[src/rsmba_pkg.sv]
package rsmba_pkg;

  // field and register widths
  localparam int CRD_W   = 10;
  localparam int DIM_W   = 9;
  localparam int SCALE_W = 10;
  localparam int CODE_W  = 16;
  localparam int VAL_W   = 24;
  localparam int HALF_W  = 4;
  localparam int CNT_W   = 10;
  localparam int CFG_W   = 10;
  localparam int CFG_IDX_W = 2;

  // default sizes
  localparam int DEF_MAX_WIDTH  = 256;
  localparam int DEF_MAX_HEIGHT = 256;
  localparam int DEF_MAX_HALF   = 15;

  // register reset values
  localparam logic [DIM_W-1:0]   RST_WIDTH  = DIM_W'(256);
  localparam logic [DIM_W-1:0]   RST_HEIGHT = DIM_W'(256);
  localparam logic [SCALE_W-1:0] RST_SCALE  = SCALE_W'(10);

  // register indexes
  localparam logic [CFG_IDX_W-1:0] CFG_RASTER_WIDTH  = 2'd0;
  localparam logic [CFG_IDX_W-1:0] CFG_RASTER_HEIGHT = 2'd1;
  localparam logic [CFG_IDX_W-1:0] CFG_SCALE_FACTOR  = 2'd2;

  // operation codes
  localparam logic OP_WRITE = 1'b0;
  localparam logic OP_READ  = 1'b1;

  // code limits
  localparam int NO_DATA_CODE = -32383;
  localparam int RAW_LIMIT    = -32381;
  localparam int CODE_MAX     = 32767;

  localparam logic signed [CODE_W-1:0] NO_DATA_C   = CODE_W'(NO_DATA_CODE);
  localparam logic signed [CODE_W-1:0] RAW_LIMIT_C = CODE_W'(RAW_LIMIT);
  localparam logic signed [VAL_W-1:0]  NO_DATA_Q8  = VAL_W'(NO_DATA_CODE * 256);
  localparam logic signed [VAL_W-1:0]  RAW_LIMIT_Q8 = VAL_W'(RAW_LIMIT * 256);
  localparam logic signed [VAL_W-1:0]  VAL_MIN     = VAL_W'(-8388608);

  typedef struct packed {
    logic                     operation;
    logic [7:0]               col;
    logic [7:0]               row;
    logic signed [VAL_W-1:0]  write_value;
    logic [HALF_W-1:0]        window_half;
  } in_item_t;

  typedef struct packed {
    logic                     status;
    logic signed [VAL_W-1:0]  read_value;
    logic signed [CODE_W-1:0] stored_code;
    logic                     is_no_data;
    logic [CNT_W-1:0]         valid_count;
  } out_item_t;

endpackage

[src/rsmba_div.sv]
module rsmba_div #(
  parameter int DVW = 30,
  parameter int DSW = 24
) (
  input  logic                  clk,
  input  logic                  rst_n,
  input  logic                  start,
  input  logic signed [DVW-1:0] dividend,
  input  logic [DSW-1:0]        divisor,
  output logic                  busy,
  output logic                  done,
  output logic signed [DVW-1:0] quotient
);
  import rsmba_pkg::*;

  localparam int CW = $clog2(DVW + 1);

  logic           busy_r, busy_nxt;
  logic           done_r, done_nxt;
  logic           neg_r, neg_nxt;
  logic [CW-1:0]  cnt_r, cnt_nxt;
  logic [DVW-1:0] n_r, n_nxt;
  logic [DSW-1:0] rem_r, rem_nxt;
  logic [DSW-1:0] d_r, d_nxt;
  logic [DSW:0]   trial;
  logic           fits;

  // one quotient bit per cycle, restoring
  always_comb begin
    trial    = {rem_r, n_r[DVW-1]};
    fits     = trial >= {1'b0, d_r};
    busy_nxt = busy_r;
    done_nxt = 1'b0;
    neg_nxt  = neg_r;
    cnt_nxt  = cnt_r;
    n_nxt    = n_r;
    rem_nxt  = rem_r;
    d_nxt    = d_r;
    if (start) begin
      busy_nxt = 1'b1;
      neg_nxt  = dividend[DVW-1];
      n_nxt    = dividend[DVW-1] ? DVW'(-dividend) : DVW'(dividend);
      rem_nxt  = '0;
      d_nxt    = divisor;
      cnt_nxt  = CW'(DVW);
    end else if (busy_r) begin
      rem_nxt = fits ? DSW'(trial - {1'b0, d_r}) : DSW'(trial);
      n_nxt   = {n_r[DVW-2:0], fits};
      cnt_nxt = cnt_r - CW'(1);
      if (cnt_r == CW'(1)) begin
        busy_nxt = 1'b0;
        done_nxt = 1'b1;
      end
    end
  end

  always_ff @(posedge clk) begin
    if (!rst_n) begin
      busy_r <= 1'b0;
      done_r <= 1'b0;
    end else begin
      busy_r <= busy_nxt;
      done_r <= done_nxt;
    end
    neg_r <= neg_nxt;
    cnt_r <= cnt_nxt;
    n_r   <= n_nxt;
    rem_r <= rem_nxt;
    d_r   <= d_nxt;
  end

  assign busy     = busy_r;
  assign done     = done_r;
  assign quotient = neg_r ? -signed'(n_r) : signed'(n_r);

endmodule
[config.mk]
export PLATFORM = sky130hd
export DESIGN_NAME = rsmba_div
export DESIGN_NICKNAME = d
export VERILOG_FILES = /design/src/rsmba_pkg.sv /design/src/rsmba_div.sv
export SDC_FILE = /design/constraint.sdc
export NUM_CORES = 1
export LEC_CHECK = 0
export ABC_AREA = 1
export BUFFER_PORTS_ARGS = -buffer_cell sky130_fd_sc_hd__buf_2
export CAP_MARGIN = 20
export CORE_ASPECT_RATIO = 1.1
export CORE_MARGIN = 3
export CORE_UTILIZATION = 40
export CTS_CLUSTER_SIZE = 30
export DETAILED_ROUTE_END_ITERATION = 12
export GPL_TIMING_DRIVEN = 0
export PLACE_DENSITY = 0.59
export SETUP_SLACK_MARGIN = 0.05
export SLEW_MARGIN = 5
export SYNTH_ARGS = -nofsm -noshare
export SYNTH_HDL_FRONTEND = slang
export SYNTH_SLANG_ARGS = --single-unit
[constraint.sdc]
create_clock -name clk -period 2.1 [get_ports clk]
set_input_delay 0.21 -clock clk [delete_from_list [all_inputs] [get_ports clk]]
set_output_delay 0.21 -clock clk [all_outputs]
set_load 0.05 [all_outputs]
==> run summary, run 1 <==
The run gives 1 as the number of antenna violations at the first check in global routing. The post-layout minimum cycle time was 2.41 ns. Traced cell by cell, the critical path runs through nor2_4 > nand2_2 > nor4_4 > nand3b_1 > nand2_1 > o21ai_1 > xor2_2 > buf_6.

Number of hold violations in the final report: 0. The number of buffers added to fix hold violations after cts is 0, and the overall die height is 144 um. The first detailed-routing pass ran for 5 iterations. The max-cap violation count came out at 0. TritonCTS built the clock tree.

Final weighted congestion in routability-driven placement: 0.925. The CTS clock-pin slew for the worst setup and hold paths is 0.07 ns, and the maximum fanout encountered on the critical timing path is 3. The total number of placement rows was 49; the routed wirelength normalized by instance count was 15.8 um.

Antenna diode count: 0. The final setup skew is 0.00745 ns, and the DRC violation count after routing is 0. The buffers plus inverters on the worst setup path is 1. Leaving out fill and tap cells, the most frequent cells in the layout are 249 x sky130_fd_sc_hd__nand2_1, 166 x sky130_fd_sc_hd__inv_1, 80 x sky130_fd_sc_hd__nor2_1.

After the last flow step, the layout net total stands at 1,308. Average cell area after synthesis: 6.66 sq um. The netlist uses 42 different library cells. The static power due to leakage came out at 0.00456 uW. Setup total negative slack on the finished layout was measured at -3.66 ns. For this run, asynchronously set or reset flops after synthesis account for 0%.

The global router's overall resource usage is 23.7%. The checks that failed: setup timing. The net count of the mapped netlist came out at 1,130. The critical path is of the flop to output pin type. Total wire length: 23.0 mm. The highest-delay cell along the critical path is sky130_fd_sc_hd__edfxtp_1. The root buffer selected by CTS was sky130_fd_sc_hd__clkbuf_16. Among cell families on the critical path, the largest total delay comes from simple AND/OR/NAND/NOR gates.

Synthesis produced a netlist whose cell count is 1,044. For the pin with the worst max-slew slack, the measured transition is 0.756 ns. Clock latency on the worst-skew pair, taken at its later pin, is 0.36 ns.

The width of the chip came out at 132 um. The die covers 0.0190 sq mm. In the finished design, the share of the clock period the worst path needs comes to 115%. For the final cell count without fillers, the log shows 1,456. The count of warnings emitted by yosys was 0; the cell area after technology mapping was 0.00695 sq mm. After floorplanning, the core was sized to cover 0.0167 sq mm. After the first detailed-routing iteration, the DRC count stood at 405. Once detail routing completed, the nets flagged for antenna violations numbered 0.

Setup repair after global routing could not meet its margin everywhere. On the worst path, the slowest cell contributes a delay of 0.45 ns. For the number of slew-limit violations in the final report, the log shows 0. The data required time at the worst endpoint is 1.89 ns, and the number of failing setup endpoints in the final timing report is 22.

Buffers inserted during clock tree synthesis total 9. Measured against its own limit, the worst slew margin works out to 49.6%. The synthesized design contains 55 enable-type register cells. Counting flops and latches in the post-synthesis netlist gives 86.

After detailed routing, the number of vias per cell comes to 5.03. The H-tree was split into 3 levels. The worst setup slack after layout is -0.312 ns, and the number of sinks on the clock net is 86. The logs give 0.000417 V for the peak supply drop and 41.7% for the initial core utilization. After synthesis, flip-flops and latches occupy 32.7% of the total area.

The worst setup path is launched from a flop. The count of port buffers added during placement was 88. The routed layout has 7,325 vias. The post-detailed-placement half-perimeter wirelength was 16.5 mm; the number of global-route vias before repair was 7,288. The number of cells in the design after placement was 1,361; the maximum clock path buffer count was 2.

Leaving out fill and tap cells, the most frequent cell in the layout is sky130_fd_sc_hd__nand2_1. Of the cells placed in the final design, the portion with a size suffix greater than 1 is 31.1%. Derived from the worst setup path, the maximum achievable clock frequency is 415 MHz.

Entering global routing, the biggest net connects 40 pins. Data on the critical path arrives at its endpoint at 2.20 ns. In this run the power density over the cells is 551 mW/mm^2. The tools report the remaining global-route overflow as 0. The flow ran to the end, but the final reports show violations.

For this run, the leading register cell type out of synthesis is sky130_fd_sc_hd__edfxtp_1. The area growth from synthesis to layout is 41.4%. Pin placement for this block handled 89 I/O pins. The first global-routing pass estimated 35.6 mm of wire.

The min-delay analysis places its worst path in the category input pin to flop. The worst setup path is captured at an output pin.
[cell usage after synthesis, types with 3 or more instances]
| cell type | count | area, sq um |
|---|---|---|
| sky130_fd_sc_hd__clkbuf_1 | 16 | 60.1 |
| sky130_fd_sc_hd__xor2_1 | 35 | 307 |
| sky130_fd_sc_hd__a21oi_1 | 28 | 140 |
| sky130_fd_sc_hd__nand3b_1 | 3 | 22.5 |
| sky130_fd_sc_hd__ha_1 | 28 | 350 |
| sky130_fd_sc_hd__nand3_1 | 87 | 435 |
| sky130_fd_sc_hd__xnor2_1 | 16 | 140 |
| sky130_fd_sc_hd__o211ai_1 | 5 | 37.5 |
| sky130_fd_sc_hd__o21ai_1 | 8 | 40.0 |
| sky130_fd_sc_hd__nand2_2 | 5 | 31.3 |
| sky130_fd_sc_hd__o21ai_0 | 44 | 220 |
| sky130_fd_sc_hd__nand2_1 | 291 | 1090 |
| sky130_fd_sc_hd__o22ai_1 | 3 | 18.8 |
| sky130_fd_sc_hd__buf_2 | 6 | 30.0 |
| sky130_fd_sc_hd__edfxtp_1 | 55 | 1650 |
| sky130_fd_sc_hd__nand4_1 | 40 | 250 |
| sky130_fd_sc_hd__nand3_2 | 8 | 80.1 |
| sky130_fd_sc_hd__nor3_1 | 14 | 70.1 |
| sky130_fd_sc_hd__dfxtp_1 | 31 | 621 |
| sky130_fd_sc_hd__nor3_2 | 3 | 30.0 |
| sky130_fd_sc_hd__inv_1 | 189 | 709 |
| sky130_fd_sc_hd__nor4_1 | 4 | 25.0 |
| sky130_fd_sc_hd__nor2_1 | 99 | 372 |
[per-layer routing]
metal / share of wire [%] / global-route usage [%] / up-vias / wire (um)
li1: - / - / 3699 / -
met1: 40 / 25.5 / 3363 / 9170
met2: 53 / 45.8 / 201 / 12100
met3: 3.8 / 3.69 / 60 / 878
met4: 3.7 / 10.8 / 2 / 858
met5: 0.056 / 0 / - / 13
[registers in the layout (all words and copies together) (netlist names)]
register	cells
busy	1
cnt_r	5
d_r	24
done	1
n_r	30
neg_r	1
rem_r	24
[final cells by class]
class / instances / area (sq um)
plain buffers: 26 / 180
clock buffers: 11 / 233
clock inverters: 5 / 36.3
fillers: 1565 / 6850
inverters: 191 / 721
multi-input cells: 740 / 4810
flip-flops and latches: 86 / 2270
well taps: 229 / 287
repair buffers: 168 / 1290
[path summary, 6_finish.rpt]
| path | from | endpoint | slack (ns) | cells past startpoint |
|---|---|---|---|---|
| max reg2reg | d_r[23]$_DFFE_PP_ | n_r[0]$_DFFE_PP_ | -0.01 | 12 |
| min reg2reg | cnt_r[4]$_SDFFE_PP1P_ | cnt_r[4]$_SDFFE_PP1P_ | 0.48 | 1 |
| min | divisor[11] | d_r[11]$_DFFE_PP_ | 0.03 | 1 |
| max | n_r[7]$_DFFE_PP_ | quotient[29] | -0.31 | 8 |
[kinds of logic (layout without fill, tap and decap cells)]
logic type	after synthesis	in the layout	synth area share, %
DFF	86	86	32.7
AOI/OAI and AO/OA	98	98	7.74
and+or+nand+nor	562	562	35.6
adders and majority gates	29	29	5.33
buffers and inverters	218	401	12.2
xor gates and xnor gates	51	51	6.43
[through the flow]
step | setup WS [ns] | instance area [sq um] | total power, uW | util (%) | hold WS, ns
detailed placement | -0.559 | 7780 | 3440 | 46.7 | 0.388
floorplan | -0.129 | 7060 | 3040 | - | 0.309
finish | -0.312 | 9830 | 5410 | 58.9 | 0.0255
global route | -0.373 | 9830 | 5640 | 58.9 | 0.0216
global placement | -0.528 | 7780 | 3440 | 46.7 | 0.387
CTS | -0.247 | 9160 | 5290 | 54.9 | 0.0157
[report_power, final]
group	leakage [uW]	switching [uW]	internal, uW
clock	0.000123	692	802
combinational	0.00364	1200	692
sequential	0.000803	90.3	1940
[what timing repair did]
item | 4_1_cts | 5_1_grt
endpoints found under the hold margin | 0 | 0
buffers inserted | 56 | 22
pin swaps | 35 | 45
gates cloned | 1 | 2
gates resized for setup | 154 | 124
setup endpoints to repair | 85 | 51
Power figures use the tool's default switching activity.
==> inputs of run 2 (changes only) <==
Clock period 2.1 ns to 2.8 ns, I/O delays scaled along.
==> run 2 against run 1 <==
Net effect: the flow now finishes without violations; cell count down 5.2%; clock-buffer cell count down 1; flip-flop and latch count unchanged; die area unchanged; final area down 17%; sequential power down 24%; power down 30%.
==> run summary, run 2 (synthesis results as in run 1) <==
Detailed placement finished with a half-perimeter wire length of 16.2 mm. The run gives 0.0936 ns as the final-layout worst hold slack. Cells with a size suffix above 1 make up 13.2% of the layout. The number of antenna violations at the first check in global routing is 2. The class of the most critical setup path was flop to output pin. The number of global-route vias before repair is 6,609, and the arrival time of the worst setup path is 2.38 ns. The maximum clock frequency was 376 MHz.

The library cell appearing most often on the critical path was sky130_fd_sc_hd__nand4_1. The via density per instance was 4.91; the maximum number of pins on one net before global-route repair was 36. The worst register-to-register path has a depth of 13. The launching point of the worst reg2reg path is d_r[11]$_DFFE_PP_. DRC violation count after routing: 0.

Compared with the post-synthesis result, the final layout area differs by 16.7%. For this run, the total global-route usage over all layers was measured as 21.5%. Following the worst setup path forward leads to its endpoint at quotient[19]. The critical path starts at n_r[2]$_DFFE_PP_. The number of sinks on the clock net was 86.

The post-layout minimum cycle time works out to 2.66 ns. The longest clock path from root to sink contains 2 buffers. Summed over all layers, the global routing overflow is 0. At the worst endpoint, the required time is 2.52 ns. The number of cells in the design after placement came out at 1,362. Clock-pin slew was measured on the worst setup and hold paths at 0.07 ns.

The slew at the pin closest to its max-slew limit was 0.739 ns. CTS built an H-tree with a depth of 3. The tool flagged a number of max-cap violations equal to 0. For the total wire length, the log shows 20.4 mm. The peak per-stage delay on the critical path is 0.50 ns. Post-layout net count: 1,233. Setup repair after global routing could not meet its margin everywhere. The signal on the critical path passes through inv_1 > nand4_1 > nor3_4 > nand4_1 > nand2_1 > xor2_1 > buf_4. In the global route stage, met3 resource usage came out at 4.00%. In this run, CTS created clock tree buffers numbering 9. The register with the most flip-flops in the layout has 30 of them. More flip-flops sit in one register than any other, and that register is n_r. The capture point of the worst reg-to-reg path was n_r[0]$_DFFE_PP_. Summing all placed instances gives a cell area of 0.00770 sq mm. Most common cell after layout, fill and taps aside: sky130_fd_sc_hd__nand2_1.

In the final routed layout, each cell accounts on average for 14.8 um. Number of slew-limit violations in the final report: 0. In the post-route analysis, the smallest setup slack over all paths is 0.144 ns.

The number of failing setup endpoints in the final timing report is 0. In this run the count of I/O pins placed on the die edge is 89. The count of cells in the finished layout, fillers not included, comes to 1,381.

Across the routed clock network, the largest skew measured is 0.00990 ns. The flow ran to the end, and the final reports show no timing, DRC or antenna violations. The tools report the flop-to-flop setup slack as 0.47 ns. Of the available clock period, the critical path in the final layout requires 94.9%.

Buffers inserted to repair hold after CTS numbered 0. Power spread over the standard cell area amounts to 468 mW/mm^2. Once the floorplan was initialized, standard cells occupied 41.7% of the core.

For this block, the via count after detailed routing is 6,779. Buffers placed on the I/O ports in this run total 88. For the number of optimization iterations in the first detailed-route pass, the log shows 5. TritonCTS built the clock tree. Root buffer selected by CTS: sky130_fd_sc_hd__clkbuf_16. Number of hold violations in the final report: 0. The static power due to leakage is 0.00398 uW. The die covers 0.0190 sq mm. The run gives 0 as the antenna diode count. The run gives 0.00811 sq mm as the final design area excluding fillers. In the final layout, the registers with the most flip-flops are n_r (30), d_r (24), rem_r (24).

Summing all multi-input logic gate instances after layout gives 0.00389 sq mm. The number of buffers and inverters on the critical path is 2. For the peak supply drop, the log shows 0.000271 V. The highest-delay cell along the critical path is sky130_fd_sc_hd__edfxtp_1. On the critical path the largest part of the delay comes from simple AND/OR/NAND/NOR gates. The first global-routing pass estimated 32.5 mm of wire. The number of cells on the critical path was 7.

After global routing, the most crowded layer is met2. Final weighted congestion in routability-driven placement: 0.885. The logs give 40.1% for the met2 usage in global routing and 24.6% for the met1 demand-to-capacity share in global routing. The kind of capture point of the worst setup path is an output pin. The run gives 0 as the post-route antenna net violation count. Class of the tightest hold or removal check: input pin to flop. Width of the chip: 132 um. The run gives 0.0167 sq mm as the standard cell core area. The total number of placement rows was 49.

The overall die height is 144 um. Before CTS, the worst setup slack after placement is 0.211 ns. Of all nets on the critical path, the largest fanout is 5. Summed over all failing endpoints, the final setup total negative slack is 0 ns. In this run the tightest slew margin relative to its limit is 50.7%.

For the worst-skew pair, the clock arrives at the later sink with an insertion delay of 0.36 ns. Leaving out fill and tap cells, the most frequent cells in the layout are 290 x sky130_fd_sc_hd__nand2_1, 188 x sky130_fd_sc_hd__inv_1, 98 x sky130_fd_sc_hd__nor2_1. In the final layout, flip-flops and latches occupy 0.00227 sq mm. The initial detailed-routing violation count is 425, and the count of fill cells added during filler insertion is 1,779.

The sort of element at the start of the critical path is a flop.
run 2: metrics by stage:
step,power (uW),util (%)
global placement,2550,46.0
detailed placement,2550,46.2
finish,3800,48.6
floorplan,2250,-
CTS,3800,48.1
global route,3980,48.6
run 2: final cells by class:
type,count,share of cell area [%]
clock inverter,6,0.864
tap,229,3.53
sequential,86,28.0
inverter,191,8.84
clock buffer,10,2.82
multi-input combinational,740,48.0
buffer,26,1.59
timing repair buffer,93,6.33
run 2: report_power, final:
group / total (uW) / switching (uW) / leakage, uW / internal, uW
logic: 1030 / 741 / 0.00304 / 286
clock network: 1230 / 536 / 0.000136 / 698
registers: 1540 / 80.5 / 0.000803 / 1450
run 2: worst min path at each step:
stage                      from                 to  slack, ns  cells after the start
CTS                 divisor[10]  d_r[10]$_DFFE_PP_       0.08                      1
global placement    divisor[13]  d_r[13]$_DFFE_PP_       0.46                      1
finish              divisor[11]  d_r[11]$_DFFE_PP_       0.09                      1
global route        divisor[11]  d_r[11]$_DFFE_PP_       0.08                      1
detailed placement  divisor[10]  d_r[10]$_DFFE_PP_       0.46                      1
floorplan            divisor[0]   d_r[0]$_DFFE_PP_       0.38                      0
run 2: what timing repair did:
| action | 4_1_cts | 5_1_grt |
|---|---|---|
| setup buffers | 0 | 4 |
| pin swaps | 0 | 2 |
| endpoints found under the setup margin | 6 | 11 |
| resized for setup | 8 | 15 |
run 2: worst register-to-register path: cells and delay by family, from the launching register on:
kind / cells / cell delay [ns]
simple gates: 7 / 0.73
fa+ha+maj: 1 / 0.30
flops: 1 / 0.36
buf+inv: 3 / 0.32
compound gates: 2 / 0.35
run 2: per-layer routing:
metal | vias to the layer above | routed length [um]
li1 | 3559 | -
met1 | 3022 | 8500
met5 | - | 21
met3 | 42 | 834
met4 | 4 | 625
met2 | 152 | 10400
